### config.mk
export PLATFORM = sky130hd
export DESIGN_NAME = gclk_ctrl
export DESIGN_NICKNAME = d
export VERILOG_FILES = /design/src/sv/gclk_pkg.sv /design/src/sv/gclk_ctrl.sv
export SDC_FILE = /design/constraint.sdc
export NUM_CORES = 1
export LEC_CHECK = 0
export ABC_AREA = 1
export ABC_CLOCK_PERIOD_IN_PS = 1000
export BUFFER_PORTS_ARGS = -buffer_cell sky130_fd_sc_hd__buf_2
export CAP_MARGIN = 10
export CORE_AREA = 2 2 39 41
export DETAILED_ROUTE_END_ITERATION = 12
export DIE_AREA = 0 0 41 43
export PLACE_DENSITY_LB_ADDON = 0.3
export SLEW_MARGIN = 20
export SYNTH_ARGS = -nofsm -noshare
export SYNTH_HDL_FRONTEND = slang
export SYNTH_SLANG_ARGS = --single-unit
### constraint.sdc
create_clock -name clk -period 1 [get_ports clk]
set_input_delay 0.2 -clock clk [delete_from_list [all_inputs] [get_ports clk]]
set_output_delay 0.2 -clock clk [all_outputs]
set_load 0.1 [all_outputs]
### src/sv/gclk_pkg.sv
// Package with shared types and constants of the GCLOCK replacement core.
`default_nettype none
package gclk_pkg;
  localparam int ENTRIES = 1024;
  localparam int IDX_W = 10;
  localparam int UTIL_W = 16;

  typedef enum logic [2:0] {
    CMD_WRITE = 3'd0, CMD_TOUCH = 3'd1, CMD_ADVANCE = 3'd2,
    CMD_EVICT = 3'd3, CMD_READ = 3'd4
  } cmd_t;

  localparam logic [2:0] CFG_ENTRIES = 3'd0;
  localparam logic [2:0] CFG_ADVANCE = 3'd1;
  localparam logic [2:0] CFG_DEC = 3'd2;
  localparam logic [2:0] CFG_INC = 3'd3;
  localparam logic [2:0] CFG_CEIL = 3'd4;
  localparam logic [2:0] CFG_LAPS = 3'd5;

  localparam logic [1:0] ST_FREE = 2'd0;
  localparam logic [1:0] ST_CACHED = 2'd1;

  typedef enum logic [3:0] {
    S_CLEAR, S_IDLE, S_RD, S_RDW, S_TOUCH, S_STEP, S_SRD, S_SRDW, S_SUPD, S_SUM,
    S_FIN, S_FRD, S_FRDW, S_DONE
  } state_t;

  // Commands from the controller to the datapath.
  typedef struct packed {
    logic clear_step;
    logic load;
    logic rd_idx;
    logic rd_hand;
    logic touch_wr;
    logic step;
    logic upd;
    logic sum;
    logic emit;
  } ctl_t;

  // Status from the datapath to the controller.
  typedef struct packed {
    logic clear_done;
    logic [2:0] cmd;
    logic idx_ok;
    logic adv_done;
    logic stop_laps;
    logic evict_target;
    logic util_zero;
    logic req_met;
  } sts_t;
endpackage
`default_nettype wire

### src/sv/gclk_ctrl.sv
// Controller state machine sequencing commands over the entry table.
`default_nettype none
module gclk_ctrl (
  input  wire logic          clk,
  input  wire logic          rst_n,
  input  wire logic          start,
  output logic               busy,
  input  gclk_pkg::sts_t     sts,
  output gclk_pkg::ctl_t     ctl
);
  import gclk_pkg::*;
  state_t state_r, state_nxt;

  always_ff @(posedge clk) begin
    if (!rst_n) state_r <= S_CLEAR;
    else state_r <= state_nxt;
  end

  // Next state and command decode.
  always_comb begin
    state_nxt = state_r;
    ctl = '0;
    busy = (state_r != S_IDLE);
    case (state_r)
      S_CLEAR: begin
        ctl.clear_step = 1'b1;
        if (sts.clear_done) state_nxt = S_IDLE;
      end
      S_IDLE: begin
        if (start) begin
          ctl.load = 1'b1;
          state_nxt = S_RD;
        end
      end
      S_RD: begin
        case (sts.cmd)
          CMD_ADVANCE: state_nxt = S_STEP;
          CMD_EVICT: state_nxt = S_STEP;
          CMD_TOUCH: begin
            ctl.rd_idx = 1'b1;
            state_nxt = sts.idx_ok ? S_RDW : S_FIN;
          end
          default: state_nxt = S_FIN;
        endcase
      end
      // Keep the addressed entry on the read port while its data settles.
      S_RDW: begin
        ctl.rd_idx = 1'b1;
        state_nxt = S_TOUCH;
      end
      S_TOUCH: begin
        ctl.touch_wr = 1'b1;
        state_nxt = S_FIN;
      end
      S_STEP: begin
        if (sts.cmd == CMD_ADVANCE && sts.adv_done) state_nxt = S_FIN;
        else begin
          ctl.step = 1'b1;
          state_nxt = S_SRD;
        end
      end
      S_SRD: begin
        if (sts.cmd == CMD_EVICT && sts.stop_laps) state_nxt = S_FIN;
        else begin
          ctl.rd_hand = 1'b1;
          state_nxt = S_SRDW;
        end
      end
      S_SRDW: state_nxt = S_SUPD;
      S_SUPD: begin
        if (sts.cmd == CMD_EVICT && !sts.evict_target) state_nxt = S_STEP;
        else begin
          ctl.upd = 1'b1;
          state_nxt = (sts.cmd == CMD_EVICT) ? S_SUM : S_STEP;
        end
      end
      S_SUM: begin
        if (sts.util_zero) begin
          ctl.sum = 1'b1;
          state_nxt = S_DONE;
        end else state_nxt = S_STEP;
      end
      S_DONE: state_nxt = sts.req_met ? S_FIN : S_STEP;
      S_FIN: begin
        ctl.rd_idx = 1'b1;
        state_nxt = S_FRD;
      end
      S_FRD: begin
        ctl.rd_idx = 1'b1;
        state_nxt = S_FRDW;
      end
      S_FRDW: begin
        ctl.emit = 1'b1;
        state_nxt = S_IDLE;
      end
      default: state_nxt = S_IDLE;
    endcase
  end
endmodule
`default_nettype wire

==> metrics.txt, run 1 <==
outcome=complete, but fails checks; failing checks=setup timing; most frequent cells in the layout=17 x nand2_1, 17 x buf_4, 12 x buf_2, 12 x buf_12; max-slew violation count=0; clock latency on the worst-skew pair=between 200 and 300 ps; relative max-transition margin=between 80% and 90%; layout cells sized above 1=between 70% and 80%; Max IR drop VDD=~0.0019 V; CTS Buffer Depth=2; core area=1380 um^2; RSZ-0062 raised after global routing=yes; final WL=about 3.7 mm; CTS H-tree depth=1; Post-Syn Instances=90; WL/cell=roughly 23 um; top routing layer in use=met4; Worst Tran Pin Value=approximately 290 ps; multi-input logic area=around 550 um^2; Lkg Pwr=just under 0.6 nW; # fillers=30; CP Capture Type=output pin; pre-CTS setup slack=-295 ps; R2R Path Start=state_r[3]; height of the chip=approximately 43 um; total CTS buffers=3; num ports=23; CTS Sinks=4; CTS tree=done; grt total ovfl=0; first-pass GRT wire length=roughly 3.7 mm; Hold Path Cell Cnt=3; gr usage total=between 30% and 40%; register area share after synthesis=between 10% and 20%; cts hold-fix bufs=0; biggest regs=state_r x4; Hold Path End=state_r[3]; clock root buffer=clkbuf_4; worst clock skew=between 8 and 9 ps; NetSw=2.11 mW; P&R area growth vs syn=191%; register with the most flip-flops=state_r; register share of total power=10.6%; fin nets=approximately 160; number of global-route vias before repair=824; final worst slack=-526 ps; Post-Syn Nets=slightly above 100; GPL Wtd Cong=around 0.96; WS Path Type=flip-flop to output pin; Peak Freq=655 MHz; power per cell area=2870 nW/um^2; crit share post-route=153%; initial DRC count=84; Seq. cell area=95.1 um^2; routed wl met2=between 1.5 and 2 mm; Worst R2R Path Depth=8; largest net degree at the start of global routing=8; Routed met1 length=~1.2 mm; HP Class=input port to flip-flop; DIE AREA=~1800 um^2; Startpoint Class=flip-flop; clk slew on worst S/H paths=about 50 ps; Internal=~1.7 mW; TritonRoute pass-1 iters=5; Netlist cell types=18; Synth warnings=0; max reg flops=4; starting density of the core=~33%; vias per cell=6.11; Comb pwr share=between 80% and 90%; worst r2r dst=state_r[3]; Hold Fails Final Rpt=0; syn_area_per_cell=between 5 and 6 um^2; Clk network pwr share=between 6 and 7%; initial antenna violation count=0; Sw Share=a little under three fifths; port bufs=22; final setup fails=14; worst hold slack=roughly 270 ps; antenna viol nets, final=0; hpwl dp=1.59 mm; max-cap viol count=0; Chip Width=between 40 and 50 um; worst path required time=approximately 800 ps; # diodes=0; vias post-DR=978; met3 WL=a little over 400 um; FF+latch count, synth=4; minimum clock period=about 1500 ps; Hold Path Origin=rst_n; R2R Setup Slk=-470 ps; critical path data arrival time=approximately 1300 ps; critical-path maximum fanout=7; row cnt=14; residual DRC count=0; synthesized area=approximately 460 um^2
[metal layers]
layer / track usage (%) / vias up
met3: 5.24 / 49
met5: 0 / -
met1: 36.5 / 424
met4: 20.0 / 0
met2: 50.6 / 108
li1: - / 397
[area by class of cell]
class	count	share of cell area, %
Inverter	17	8.28
Tap cell	16	1.51
Clock buffer	4	1.98
Timing Repair Buffer	50	39.8
Multi-Input combinational cell	69	41.3
Sequential cell	4	7.15
[metrics by stage]
step | total power, mW | instance area (um^2) | std cells | setup TNS [ps] | utilization (%)
floorplan | 1.93 | 673 | 90 | -3310 | -
global placement | 2.83 | 1080 | 142 | -2410 | 78.3
detailed placement | 2.89 | 1080 | 142 | -2850 | 78.3
CTS | 3.34 | 1220 | 155 | -5080 | 88.4
global route | 3.90 | 1330 | 160 | -6590 | 96.1
finish | 3.81 | 1330 | 160 | -6400 | 96.1
[worst max-delay path by stage]
stage                           from          to  slack [ps]  depth (start not counted)
after global placement        sts[7]      ctl[6]        -250                          4
final                     state_r[2]      ctl[3]        -530                          5
after floorplan               sts[7]      ctl[6]        -580                          2
after global routing      state_r[0]      ctl[5]        -540                          6
after CTS                 state_r[2]      ctl[3]        -430                          5
after detailed placement      sts[7]  state_r[3]        -300                          9
[critical path, cell delays in order (launching register included)]
cell,delay [ps]
dfxtp_4,480
nand2_8,90
nor2_4,110
nand2_2,110
clkinvlp_4,110
buf_12,170
[power groups by stage]
stage          Combinational (mW)  Sequential [mW]  Clock (mW)
6_report                     3.16            0.405       0.244
3_3_place_gp                 2.47            0.355           0
2_1_floorplan                1.59            0.341           0
4_1_cts                      2.74            0.367       0.231
3_5_place_dp                 2.53            0.358           0
5_1_grt                      3.25            0.405       0.249
[what timing repair did]
action,in CTS,in global routing
pin swaps,11,8
setup endpoints to repair,14,14
buffers inserted,9,6
gates resized for setup,13,19
[kinds of logic (layout without fill, tap and decap cells)]
group / after synthesis / in the layout / share of synthesized area, %
compound gates: 12 / 12 / 15.6
buf+inv: 17 / 71 / 14.0
flops: 4 / 4 / 17.5
simple gates: 57 / 57 / 52.9
[Yosys cell counts, drive strengths merged]
| cell | count | area, um^2 |
|---|---|---|
| nand2 | 28 | 108 |
| a311oi | 1 | 8.76 |
| nand4 | 1 | 6.26 |
| o211ai | 1 | 7.51 |
| nand3b | 1 | 7.51 |
| o21ai | 5 | 25.0 |
| o21a | 1 | 7.51 |
| inv | 17 | 63.8 |
| a21oi | 3 | 15.0 |
| nor2 | 14 | 55.1 |
| nand3 | 10 | 50.1 |
| o21bai | 1 | 7.51 |
| nor3 | 3 | 15.0 |
| dfxtp | 4 | 80.1 |
(Power assumes the default switching activity.)
==> run 2, diff against run 1 <==
- ABC_AREA: 1 -> default
- CAP_MARGIN: 10 -> 20
==> run 2 against run 1 <==
Net effect:
- cell area is 2.7% lower
- critical path type unchanged
- cell count shrank 11%
- routed wire length shrank 13%
- combinational power fell by 74%
- clock skew decreased by 5.4 ps
- critical endpoint is now ctl[7]
- the flow still finishes with violations (setup timing)
- worst setup slack improved by 1.4 ps
- global-route usage up 4.2 points
- die area stayed put
==> metrics.txt, run 2 <==
WS Path Type=flip-flop to output pin; Worst Tran Pin Value=303 ps (+14.0 ps); Synth Flop Type=dfxtp_1; gr usage total=35.9% (+4.2 points); antenna viol nets, final=0 (unchanged); Fin Setup TNS=-6060 ps (+346 ps); Synth warnings=0 (unchanged); post-synthesis adder-cell area fraction=0% (unchanged); worst r2r dst=state_r[3]; GPL Wtd Cong=0.902 (-6.1%); initial DRC count=62 (-26%); register with the most flip-flops=state_r; Max IR drop VDD=0.00177 V (-5.4%); # fillers=46 (+53%); post-synthesis xor/xnor area fraction=0% (unchanged); port bufs=22 (unchanged); Post-Syn Instances=69 (-23%); most common cell in the synthesized netlist=nor2_1; FF+latch count, synth=4 (unchanged); crit share post-route=152% (about the same); Startpoint Class=flip-flop; grt met1 use=45.5% (+9.0 points); synthesized area=487 um^2 (+6.6%); first-pass GRT wire length=4.10 mm (+9.4%); vias per cell=6.38 (+4.5%); most frequent cells in the layout=23 x buf_4, 13 x buf_6, 12 x buf_2, 10 x buf_12, 6 x nor2_4; GR Util met3=5.24% (unchanged); relative max-transition margin=79.8% (-1.0 points); syn_area_per_cell=7.05 um^2 (+39%); outcome=complete, but fails checks; Hold Path End=state_r[2]; Post-synth top cells=8 x nor2_1, 6 x inv_1; minimum clock period=1520 ps (-1.38 ps); simple-gate share of the synthesized area=36.2% (-17 points); routing usage on met2=57.8% (+7.2 points); power per cell area=992 nW/um^2 (-65%); largest family of logic cells by synthesized area=compound AO/OA/AOI/OAI gates; total CTS buffers=3 (unchanged); fin nets=141 (-11%); EDFF count, synth=0 (unchanged); max-cap viol count=0 (unchanged); Lkg Pwr=0.533 nW (-8.3%); number of global-route vias before repair=861 (+4.5%); register area share after synthesis=16.5% (-1.1 points); critical-path maximum fanout=7 (unchanged); num ports=23 (unchanged); grt total ovfl=0 (unchanged); RSZ-0062 raised after global routing=yes; # diodes=0 (unchanged); DIE AREA=1760 um^2 (unchanged); Peak Freq=656 MHz (about the same); CTS Sinks=4 (unchanged); initial antenna violation count=0 (unchanged); row cnt=14 (unchanged); Hold Path Origin=rst_n; commonest non-fill, non-tap cell in the layout=buf_4; Chip Width=41 um (unchanged); Hold Path Cell Cnt=2 (-1); clk slew on worst S/H paths=60 ps (about the same); residual DRC count=0 (unchanged); failing checks=setup timing; R2R Path Start=state_r[3]; worst path required time=800 ps (about the same); R2R Setup Slk=-380 ps (+90 ps); final worst slack=-525 ps (+1.38 ps); Worst R2R Path Depth=6 (-2); Post-Syn Nets=82 (-20%); Synth top area share=16.5% (-5.7 points); P&R area growth vs syn=166%; Netlist cell types=31 (+13); CTS H-tree depth=1 (unchanged); clock root buffer=clkbuf_4; gr busiest metal=met2; area leader, netlist=dfxtp_1; Final Power=1.28 mW (-66%); largest net degree at the start of global routing=9 (+1); clock latency on the worst-skew pair=250 ps (about the same); biggest regs=state_r x4; WL/cell=22.7 um (-2.2%); CTS tree=done; Compound-Gate Fraction of Synth Area=38.0% (+22 points); multiplexer share of the synthesized area=0% (unchanged); cts hold-fix bufs=0 (unchanged); core area=1380 um^2 (unchanged); starting density of the core=35.2% (+2.2 points); worst clock skew=2.67 ps (-5.35 ps); hpwl dp=1.57 mm (-1.2%); vias post-DR=913 (-6.6%); critical path data arrival time=1320 ps (about the same); final WL=3.24 mm (-13%); max-slew violation count=0 (unchanged); max reg flops=4 (unchanged); Post-synth ARST share=0% (unchanged); HP Class=input port to flip-flop; height of the chip=43 um (unchanged); Area contributors post-synth=dfxtp_1 16%, nor2_1 6.2%, nand2b_1 5.1%, inv_1 4.6%, o211ai_1 4.6%; CP Capture Type=output pin; CTS Buffer Depth=2 (unchanged); TritonRoute pass-1 iters=4 (-1); layout cells sized above 1=74.0% (+3.9 points); final setup fails=14 (unchanged); Hold Fails Final Rpt=0 (unchanged)
==> run 2: cell types whose count changed after synthesis, moves of 3 or more <==
cell      change
buf_2         +3
inv_1        -10
nand2_1      -23
nand2b_1      +4
nand3_1       -8
nor2_1        -5
==> run 2: worst max-delay path by stage <==
stage                from          to  slack [ps]  cells past startpoint
3_3_place_gp       sts[8]  state_r[2]        -270                      5
6_report       state_r[3]      ctl[7]        -520                      5
5_1_grt        state_r[3]      ctl[7]        -560                      5
2_1_floorplan  state_r[1]      ctl[2]        -800                      2
4_1_cts        state_r[0]      ctl[2]        -470                      3
3_5_place_dp   state_r[2]  state_r[0]        -360                      4
==> run 2: per-stage QoR <==
| step | cell area (um^2) | setup WS (ps) | hold slack, ps | utilization [%] | std cells |
|---|---|---|---|---|---|
| after floorplan | 644 | -801 | 326 | - | 69 |
| after CTS | 1260 | -473 | 237 | 91.4 | 142 |
| after global routing | 1290 | -560 | 227 | 93.5 | 143 |
| final | 1290 | -525 | 235 | 93.5 | 143 |
| after detailed placement | 1040 | -356 | 482 | 75.2 | 125 |
| after global placement | 1040 | -274 | 473 | 75.2 | 125 |
==> run 2: worst max-delay path: stages, from the launching register on <==
cell and delay (ps):
dfxtp_4 390, nor2_4 140, buf_6 140, nand3_4 90, nor2_4 130, buf_12 180
==> run 2: cell type report <==
| type | count | area, um^2 | area share, % |
|---|---|---|---|
| inverters | 6 | 31.3 | 2.42 |
| clock buffers | 4 | 26.3 | 2.03 |
| repair buffers | 58 | 579 | 44.8 |
| flip-flops and latches | 4 | 95.1 | 7.35 |
| well taps | 16 | 20.0 | 1.55 |
| multi-input cells | 55 | 542 | 41.9 |
==> run 2: power breakdown <==
group / leakage, nW / switching [mW] / internal [mW]
sequential: 0.0355 / 0.0339 / 0.168
clock: 0.0150 / 0.110 / 0.153
combinational: 0.482 / 0.455 / 0.364
total: 0.533 / 0.599 / 0.685
==> run 2: layer usage <==
layer / vias to the layer above / routed length, um / share of wire (%)
met2: 82 / 1620 / 50
met3: 18 / 311 / 9.6
li1: 381 / - / -
met5: - / 0 / 0
met4: 0 / 167 / 5.1
met1: 432 / 1150 / 35
==> run 2: what timing repair did <==
item	CTS	global route
pin swaps	12	8
gates resized for setup	28	6
setup endpoints to repair	14	14
buffers inserted	13	2
endpoints found under the hold margin	0	0
==> run 2: kinds of logic after synthesis <==
group                  count (synthesis)
and+or+nand+nor                       31
buffers and inverters                 10
AOI/OAI and AO/OA                     24
DFF                                    4
